`config.mk`:
```
export PLATFORM = sky130hd
export DESIGN_NAME = dense_graph_shortest_path_unit
export DESIGN_NICKNAME = d
export VERILOG_FILES = /design/src/sv/dgsp_pkg.sv /design/src/sv/dense_graph_shortest_path_unit.sv
export SDC_FILE = /design/constraint.sdc
export NUM_CORES = 2
export LEC_CHECK = 0
export ABC_CLOCK_PERIOD_IN_PS = 14200
export BUFFER_PORTS_ARGS = -buffer_cell sky130_fd_sc_hd__buf_2
export CORE_ASPECT_RATIO = 0.5
export CORE_UTILIZATION = 55
export DETAILED_ROUTE_END_ITERATION = 7
export MAX_ROUTING_LAYER = met4
export PLACE_DENSITY = 0.71
export SLEW_MARGIN = 20
export SYNTH_ARGS = -nofsm -noshare
export SYNTH_HDL_FRONTEND = slang
export SYNTH_SLANG_ARGS = --single-unit
```
`constraint.sdc`:
```
create_clock -name clock -period 14.2 [get_ports clock]
set_input_delay 0 -clock clock [delete_from_list [all_inputs] [get_ports clock]]
set_output_delay 0 -clock clock [all_outputs]
set_load 0.02 [all_outputs]
```
`src/sv/dgsp_pkg.sv`:
```
// ----------------------------------------------------------------------------
// Dense graph shortest path package
// Shared constants and the sequencer state type of the shortest path unit.
// ----------------------------------------------------------------------------
`default_nettype none

package dgsp_pkg;

   localparam int DEF_MAX_NODES = 16;
   localparam int VERTEX_W      = 4;
   localparam int COST_W        = 10;
   localparam int NODE_COUNT_W  = 5;
   localparam int DISTANCE_W    = 16;

   // Stored distances never exceed a cost plus a selected distance below the
   // no-edge value, so eleven bits hold them without saturation.
   localparam int DIST_W = COST_W + 1;

   localparam logic [COST_W-1:0]       NO_EDGE          = COST_W'(999);
   localparam logic [NODE_COUNT_W-1:0] NODE_COUNT_RESET = NODE_COUNT_W'(16);

   localparam logic MODE_LOAD = 1'b0;
   localparam logic MODE_RUN  = 1'b1;

   typedef enum logic [6:0] {
      ST_IDLE     = 7'b0000001,
      ST_INIT_RD  = 7'b0000010,
      ST_INIT_WR  = 7'b0000100,
      ST_SCAN     = 7'b0001000,
      ST_RELAX_RD = 7'b0010000,
      ST_RELAX_WR = 7'b0100000,
      ST_EMIT     = 7'b1000000
   } state_type;

endpackage

`default_nettype wire

```
`src/sv/dense_graph_shortest_path_unit.sv`:
```
// ----------------------------------------------------------------------------
// Dense graph shortest path unit
// Holds a cost matrix loaded entry by entry and runs a single source shortest
// path search over it, one vertex or one edge per step of a small sequencer.
// ----------------------------------------------------------------------------
//  Channel   Direction  Handshake        Contents
//  req_*     in         valid / stall    load of one cost entry, or run item
//  rsp_*     out        valid / stall    vertex, distance, parent, last
//  csr_*     in         valid / ready    node_count register write
//
//  A run over N vertices sets up the table, then runs up to N-1 rounds of a
//  scan over all vertices followed by a relax pass, then reports; setup and
//  relax read the single cost memory read port once per vertex.
//  Reset clears control state and the visited marks, not the cost matrix.
//  A stall on rsp holds the result register and stretches the report phase.
// ----------------------------------------------------------------------------
`default_nettype none

module dense_graph_shortest_path_unit #(
   parameter int MAX_NODES = dgsp_pkg::DEF_MAX_NODES
) (
   input  wire logic                              clock,
   input  wire logic                              reset,
   input  wire logic                              req_valid,
   output logic                                   req_stall,
   input  wire logic                              req_mode,
   input  wire logic [dgsp_pkg::VERTEX_W-1:0]     req_row,
   input  wire logic [dgsp_pkg::VERTEX_W-1:0]     req_col,
   input  wire logic [dgsp_pkg::COST_W-1:0]       req_cost,
   input  wire logic [dgsp_pkg::VERTEX_W-1:0]     req_source_vertex,
   output logic                                   rsp_valid,
   input  wire logic                              rsp_stall,
   output logic [dgsp_pkg::VERTEX_W-1:0]          rsp_vertex,
   output logic [dgsp_pkg::DISTANCE_W-1:0]        rsp_distance,
   output logic [dgsp_pkg::VERTEX_W-1:0]          rsp_parent,
   output logic                                   rsp_last,
   input  wire logic                              csr_valid,
   output logic                                   csr_ready,
   input  wire logic [dgsp_pkg::NODE_COUNT_W-1:0] csr_node_count
);
   import dgsp_pkg::*;

   localparam int IW = (MAX_NODES > 1) ? $clog2(MAX_NODES) : 1;
   localparam int CW = $clog2(MAX_NODES + 1);
   localparam logic [CW-1:0] CNT_ONE = CW'(1);
   localparam logic [CW-1:0] CNT_MAX = CW'(MAX_NODES);

   logic [COST_W-1:0] cost_mem [MAX_NODES][MAX_NODES];
   logic [COST_W-1:0] mem_q_ff;
   logic [IW-1:0]     rd_row;

   logic [DIST_W-1:0] dist_ff   [MAX_NODES];
   logic [IW-1:0]     parent_ff [MAX_NODES];
   logic              vis_ff    [MAX_NODES];

   state_type state_ff, state_in;
   logic [NODE_COUNT_W-1:0] node_count_ff, node_count_in;
   logic [CW-1:0] n_ff, n_in;
   logic [CW-1:0] cnt_ff, cnt_in;
   logic [CW-1:0] iter_ff, iter_in;
   logic [CW-1:0] last_ff, last_in;
   logic [IW-1:0] src_ff, src_in;
   logic [IW-1:0] u_ff, u_in;
   logic [COST_W-1:0] best_ff, best_in;
   logic found_ff, found_in;

   logic rsp_valid_ff, rsp_valid_in;
   logic [VERTEX_W-1:0] rsp_vertex_ff, rsp_vertex_in;
   logic [DISTANCE_W-1:0] rsp_distance_ff, rsp_distance_in;
   logic [VERTEX_W-1:0] rsp_parent_ff, rsp_parent_in;
   logic rsp_last_ff, rsp_last_in;

   logic [CW-1:0] n_active;
   logic [CW-1:0] n_m1;
   logic [IW-1:0] cidx;
   logic [DIST_W-1:0] cur_dist;
   logic [DIST_W-1:0] relax_sum;
   logic scan_take;
   logic relax_take;
   logic [COST_W-1:0] best_next;
   logic [IW-1:0] u_next;
   logic found_next;
   logic req_xfer;
   logic load_ok;
   logic run_ok;
   logic out_free;
   logic table_we;
   logic [DIST_W-1:0] dist_wd;
   logic [IW-1:0] parent_wd;
   logic init_we;
   logic mark_we;

   assign req_stall    = (state_ff != ST_IDLE);
   assign csr_ready    = 1'b1;
   assign rsp_valid    = rsp_valid_ff;
   assign rsp_vertex   = rsp_vertex_ff;
   assign rsp_distance = rsp_distance_ff;
   assign rsp_parent   = rsp_parent_ff;
   assign rsp_last     = rsp_last_ff;

   assign req_xfer = req_valid && !req_stall;
   assign out_free = !rsp_valid_ff || !rsp_stall;

   always_comb begin
      if (node_count_ff == '0) begin
         n_active = CNT_ONE;
      end else if (32'(node_count_ff) > MAX_NODES) begin
         n_active = CNT_MAX;
      end else begin
         n_active = CW'(node_count_ff);
      end
   end

   assign load_ok = (32'(req_row) < MAX_NODES) && (32'(req_col) < MAX_NODES);
   assign run_ok  = 32'(req_source_vertex) < 32'(n_active);

   assign n_m1 = n_ff - CNT_ONE;
   assign cidx = cnt_ff[IW-1:0];
   assign cur_dist = dist_ff[cidx];

   assign scan_take = !vis_ff[cidx] && (cur_dist < DIST_W'(best_ff));
   assign best_next = scan_take ? cur_dist[COST_W-1:0] : best_ff;
   assign u_next = scan_take ? cidx : u_ff;
   assign found_next = found_ff || scan_take;

   assign relax_sum = DIST_W'(best_ff) + DIST_W'(mem_q_ff);
   assign relax_take = !vis_ff[cidx] && (relax_sum < cur_dist);

   assign rd_row = (state_ff == ST_RELAX_RD) ? u_ff : src_ff;

   always_ff @(posedge clock) begin
      if ((state_ff == ST_IDLE) && req_xfer && (req_mode == MODE_LOAD) && load_ok) begin
         cost_mem[IW'(req_row)][IW'(req_col)] <= req_cost;
      end
      mem_q_ff <= cost_mem[rd_row][cidx];
   end

   always_comb begin
      table_we  = 1'b0;
      dist_wd   = DIST_W'(mem_q_ff);
      parent_wd = src_ff;
      init_we   = 1'b0;
      mark_we   = 1'b0;
      unique case (state_ff)
         ST_INIT_WR: begin
            table_we = 1'b1;
            init_we  = 1'b1;
         end
         ST_SCAN: begin
            mark_we = (cnt_ff == n_m1) && found_next;
         end
         ST_RELAX_WR: begin
            table_we  = relax_take;
            dist_wd   = relax_sum;
            parent_wd = u_ff;
         end
         default: begin
         end
      endcase
   end

   always_ff @(posedge clock) begin
      if (table_we) begin
         dist_ff[cidx]   <= dist_wd;
         parent_ff[cidx] <= parent_wd;
      end
   end

   always_ff @(posedge clock) begin
      if (reset) begin
         for (int k = 0; k < MAX_NODES; k++) begin
            vis_ff[k] <= 1'b0;
         end
      end else if (init_we) begin
         vis_ff[cidx] <= (cidx == src_ff);
      end else if (mark_we) begin
         vis_ff[u_next] <= 1'b1;
      end
   end

   always_comb begin
      state_in        = state_ff;
      node_count_in   = node_count_ff;
      n_in            = n_ff;
      cnt_in          = cnt_ff;
      iter_in         = iter_ff;
      last_in         = last_ff;
      src_in          = src_ff;
      u_in            = u_ff;
      best_in         = best_ff;
      found_in        = found_ff;
      rsp_valid_in    = rsp_valid_ff && rsp_stall;
      rsp_vertex_in   = rsp_vertex_ff;
      rsp_distance_in = rsp_distance_ff;
      rsp_parent_in   = rsp_parent_ff;
      rsp_last_in     = rsp_last_ff;

      if (csr_valid && csr_ready) begin
         node_count_in = csr_node_count;
      end

      unique case (state_ff)
         ST_IDLE: begin
            if (req_xfer && (req_mode == MODE_RUN) && run_ok) begin
               n_in     = n_active;
               src_in   = IW'(req_source_vertex);
               cnt_in   = '0;
               iter_in  = CNT_ONE;
               last_in  = (CW'(req_source_vertex) == n_active - CNT_ONE) ?
                          n_active - CW'(2) : n_active - CNT_ONE;
               state_in = ST_INIT_RD;
            end
         end
         ST_INIT_RD: begin
            state_in = ST_INIT_WR;
         end
         ST_INIT_WR: begin
            if (cnt_ff == n_m1) begin
               cnt_in   = '0;
               best_in  = NO_EDGE;
               found_in = 1'b0;
               state_in = (n_ff == CNT_ONE) ? ST_IDLE : ST_SCAN;
            end else begin
               cnt_in   = cnt_ff + CNT_ONE;
               state_in = ST_INIT_RD;
            end
         end
         ST_SCAN: begin
            best_in  = best_next;
            u_in     = u_next;
            found_in = found_next;
            if (cnt_ff == n_m1) begin
               cnt_in   = '0;
               state_in = found_next ? ST_RELAX_RD : ST_EMIT;
            end else begin
               cnt_in = cnt_ff + CNT_ONE;
            end
         end
         ST_RELAX_RD: begin
            state_in = ST_RELAX_WR;
         end
         ST_RELAX_WR: begin
            if (cnt_ff == n_m1) begin
               cnt_in = '0;
               if (iter_ff + CNT_ONE < n_ff) begin
                  iter_in  = iter_ff + CNT_ONE;
                  best_in  = NO_EDGE;
                  found_in = 1'b0;
                  state_in = ST_SCAN;
               end else begin
                  state_in = ST_EMIT;
               end
            end else begin
               cnt_in   = cnt_ff + CNT_ONE;
               state_in = ST_RELAX_RD;
            end
         end
         ST_EMIT: begin
            if (cidx == src_ff) begin
               cnt_in = cnt_ff + CNT_ONE;
            end else if (out_free) begin
               rsp_valid_in    = 1'b1;
               rsp_vertex_in   = VERTEX_W'(cidx);
               rsp_distance_in = DISTANCE_W'(cur_dist);
               rsp_parent_in   = VERTEX_W'(parent_ff[cidx]);
               rsp_last_in     = (cnt_ff == last_ff);
               cnt_in          = cnt_ff + CNT_ONE;
               if (cnt_ff == last_ff) begin
                  state_in = ST_IDLE;
               end
            end
         end
         default: begin
            state_in = ST_IDLE;
         end
      endcase
   end

   always_ff @(posedge clock) begin
      if (reset) begin
         state_ff      <= ST_IDLE;
         node_count_ff <= NODE_COUNT_RESET;
         rsp_valid_ff  <= 1'b0;
      end else begin
         state_ff      <= state_in;
         node_count_ff <= node_count_in;
         rsp_valid_ff  <= rsp_valid_in;
      end
   end

   always_ff @(posedge clock) begin
      n_ff            <= n_in;
      cnt_ff          <= cnt_in;
      iter_ff         <= iter_in;
      last_ff         <= last_in;
      src_ff          <= src_in;
      u_ff            <= u_in;
      best_ff         <= best_in;
      found_ff        <= found_in;
      rsp_vertex_ff   <= rsp_vertex_in;
      rsp_distance_ff <= rsp_distance_in;
      rsp_parent_ff   <= rsp_parent_in;
      rsp_last_ff     <= rsp_last_in;
   end

endmodule

`default_nettype wire

```
==> impl_summary.log <==
[metrics] number of unique standard cell types used by synthesis: between 80 and 90
[metrics] via count of the first global-routing pass: between 60000 and 70000
[metrics] most frequent standard cell in the layout excluding fill and tap cells: sky130_fd_sc_hd__edfxtp_1
[metrics] Critical Path Fanout Max: between 100 and 150
[metrics] CP bufs+invs: 2
[metrics] H-tree Lvls: 4
[metrics] GRT Resource Usage Total: about 33%
[metrics] residual overflow from global routing: 0
[metrics] Leak: 0.0421 uW
[metrics] gate count of the mapped netlist: around 7600
[metrics] wire length on met1: between 100000 and 150000 um
[metrics] WL/cell: 32.4 um
[metrics] result of the run: completed
[metrics] latest clock arrival within the worst-skew pair: ~920 ps
[metrics] cells taking the most area after synthesis: sky130_fd_sc_hd__edfxtp_1 74%, sky130_fd_sc_hd__nand2_1 4.1%, sky130_fd_sc_hd__mux2i_1 3.6%
[metrics] top sig layer: met4
[metrics] routed length on met2: 149000 um
[metrics] DR pass1 iterations: 6
[metrics] min setup slack post-route: roughly 7500 ps
[metrics] worst stage delay on the critical path: about 850 ps
[metrics] crit start category: register
[metrics] weighted congestion at the end of routability-driven global placement: a little over 0.9
[metrics] Power per Cell Area: between 150 and 200 nW/um^2
[metrics] ratio of cells with drive above 1 in the final layout: a little under an eighth
[metrics] worst hold slack: 156 ps
[metrics] setup total negative slack: 0 ps
[metrics] dominant delay contributor by cell family on the critical path: simple AND/OR/NAND/NOR gates
[metrics] most frequent cells in the layout: 2875 x sky130_fd_sc_hd__edfxtp_1, 1245 x sky130_fd_sc_hd__nand2_1, 421 x sky130_fd_sc_hd__mux2i_1
[metrics] final hold violation count: 0
[metrics] synthesis-to-layout area growth: 10.1%
[metrics] sequential fraction of the synthesis area: 74.6%
[metrics] unrepaired setup endpoints after global routing: no
[metrics] number of buffers added on ports: 54
[metrics] height of the chip: ~330 um
[metrics] Pins Over Slew Limit: 0
[metrics] share of the cycle needed by the critical path after routing: between 40% and 50%
[metrics] critical path's slowest cell: sky130_fd_sc_hd__nor3_2
[metrics] min-delay worst type: in2reg
[metrics] Synth area leader: sky130_fd_sc_hd__edfxtp_1
[metrics] Final Skew: approximately 60 ps
[metrics] Worst Path Arrival: 7520 ps
[metrics] Place WS: 7740 ps
[metrics] Clock Path Buffers: 4
[metrics] die width: 653 um
[metrics] DRC viols: 0
[metrics] transition time at the pin with the least slew margin: approximately 1400 ps
[metrics] Core Region: 209000 um^2
[metrics] number of antenna violations at the first check in global routing: 18
[metrics] TritonCTS Buffers: between 200 and 250
[metrics] critical path data required time: 15010 ps
[metrics] remaining number of nets flagged by the antenna check after routing: 0
[metrics] mapped cell area: roughly 120000 um^2
[metrics] endpoint class of the critical path: register
[metrics] buffer type at the clock tree root: sky130_fd_sc_hd__clkbuf_16
[metrics] routed vias/inst: 6.76
[metrics] maximum number of pins on one net before global-route repair: 182
[metrics] wire length of the first global-routing pass: just under 500000 um
[metrics] Synth Warn #: 0
[metrics] die area: roughly 210000 um^2
[metrics] number of flops mapped to enable cells by yosys: 2875
[metrics] row count: about 120
[metrics] Max-Slew Margin vs Limit: 8.84%
[metrics] net count reported at finish: approximately 7700
[metrics] Worst VDD drop: ~120 uV
[metrics] shortest period the worst path allows: about 6700 ps
[metrics] clock-pin transition on the worst setup and hold timing paths: approximately 70 ps
[metrics] dominant synthesized flop cell: sky130_fd_sc_hd__edfxtp_1
[metrics] async set or reset register ratio after synthesis: 0%
[metrics] portion of synthesized cell area occupied by the leading cell type: roughly three quarters
[metrics] vias after detailed routing: around 70000
[metrics] met3 layer wire length in the routed design: approximately 51000 um
[metrics] # IOs: about 60
[metrics] max-cap check violation count: 0
[metrics] cell-by-cell listing of the critical path: nor3_2, nand3_4, nand2_8, buf_12, buf_4, nor2_1, a32oi_1, nand4_1, a21o_1, a31oi_2, a311o_1
[metrics] final WL: about 340000 um
[metrics] Synth Register Bits: 2902
[metrics] half-perimeter wire length after detailed placement: about 200000 um
[metrics] average footprint of a synthesized cell: ~15 um^2
[metrics] peak clock frequency supported by timing: between 100 and 150 MHz
[metrics] critical path class: reg2reg
[metrics] Initial DRC Count: about 12000
[metrics] Initial Util: 55.8%
[metrics] Final setup violation count: 0
[metrics] Sink Count: approximately 2900
[metrics] CTS tree: done
-- state kept, by name, indices dropped and copies added (netlist names), 5 cells and up, named ones only --
signal	cells
mem_q_ff	10
parent_ff	64
node_count_ff	5
n_ff	5
best_ff	10
cnt_ff	5
cost_mem	2560
vis_ff	16
last_ff	5
dist_ff	176
iter_ff	5
state_ff	7
rsp_distance	11
-- logic make-up after synthesis --
group	count (synthesis)	synth area share, %
flops	2902	74.6
simple gates	2240	8.35
compound gates	1182	7.50
mux	574	6.46
buf+inv	572	2.32
fa+ha+maj	48	0.522
xor+xnor	34	0.256
other cells	2	0.00645
-- worst register-to-register path: cells and delay by family (launching register included) --
family / cells / cell delay, ps
and+or+nand+nor: 5 / 2950
DFF: 1 / 360
buffers and inverters: 2 / 1640
AOI/OAI and AO/OA: 4 / 1660
-- stage by stage --
| stage | util [%] | cell area [um^2] | total power (uW) | instances |
|---|---|---|---|---|
| final | 61.5 | 128000 | 19500 | 10600 |
| after floorplan | - | 116000 | 11500 | 7558 |
| after detailed placement | 57.5 | 120000 | 12900 | 10100 |
| after global placement | 57.4 | 120000 | 12900 | 10100 |
| after global routing | 61.5 | 128000 | 19900 | 10600 |
| after CTS | 61.4 | 128000 | 19300 | 10600 |
-- what timing repair did --
item | in CTS | in global routing
endpoints found under the hold margin | 980 | 0
hold buffers | 48 | 0
resized for setup | 0 | 0
buffers inserted | 0 | 0
-- report_power, final --
group	total, uW	leakage (uW)	switching (uW)	internal [uW]
Combinational	3220	0.0122	2300	924
Sequential	9680	0.0261	128	9550
Clock	6580	0.00371	3050	3530
-- cell usage after synthesis, types with 10 or more instances --
cell type	number
sky130_fd_sc_hd__clkbuf_1	221
sky130_fd_sc_hd__a211oi_1	203
sky130_fd_sc_hd__a311o_1	10
sky130_fd_sc_hd__nand2_1	1260
sky130_fd_sc_hd__a22oi_1	29
sky130_fd_sc_hd__buf_4	54
sky130_fd_sc_hd__mux2i_1	424
sky130_fd_sc_hd__nand2b_1	11
sky130_fd_sc_hd__a21o_1	23
sky130_fd_sc_hd__buf_6	14
sky130_fd_sc_hd__edfxtp_1	2875
sky130_fd_sc_hd__buf_1	34
sky130_fd_sc_hd__nor3_1	17
sky130_fd_sc_hd__nor4_1	15
sky130_fd_sc_hd__mux4_2	141
sky130_fd_sc_hd__ha_1	47
sky130_fd_sc_hd__a2111oi_0	14
sky130_fd_sc_hd__dfxtp_1	27
sky130_fd_sc_hd__nor2_1	349
sky130_fd_sc_hd__o21ai_0	152
sky130_fd_sc_hd__and2_1	27
sky130_fd_sc_hd__o211ai_1	11
sky130_fd_sc_hd__nand3_1	251
sky130_fd_sc_hd__a32oi_1	181
sky130_fd_sc_hd__nor2b_1	17
sky130_fd_sc_hd__xor2_1	10
sky130_fd_sc_hd__a31oi_1	185
sky130_fd_sc_hd__a311oi_1	121
sky130_fd_sc_hd__a222oi_1	39
sky130_fd_sc_hd__and3_1	211
sky130_fd_sc_hd__a32o_1	10
sky130_fd_sc_hd__nand4_1	40
sky130_fd_sc_hd__buf_2	197
sky130_fd_sc_hd__inv_1	50
sky130_fd_sc_hd__a21oi_1	90
sky130_fd_sc_hd__a221oi_1	21
sky130_fd_sc_hd__xnor2_1	24
-- per-layer routing --
layer / GRT usage, % / up-vias
met2: 45.7 / 5277
met3: 10.5 / 810
met4: 13.3 / 0
met5: - / -
met1: 44.9 / 36200
li1: - / 29500
-- final timing paths --
kind               start          endpoint  slack, ps  depth (start not counted)
max          state_ff[0]       mem_q_ff[7]       7490                         11
min           req_row[2]  cost_mem[14][18]        160                          3
max reg2reg  state_ff[0]       mem_q_ff[7]       7490                         11
min reg2reg  state_ff[1]       state_ff[2]        520                          2
-- area by class of cell --
type,instances,area [um^2]
antenna,21,52.6
clock buffer,314,6550
clock inverter,126,1020
fill,14900,80400
inverter,52,195
multi-input combinational,4084,27500
sequential,2902,86900
tap,2820,3530
timing repair buffer,298,2560
Power figures use the tool's default switching activity.
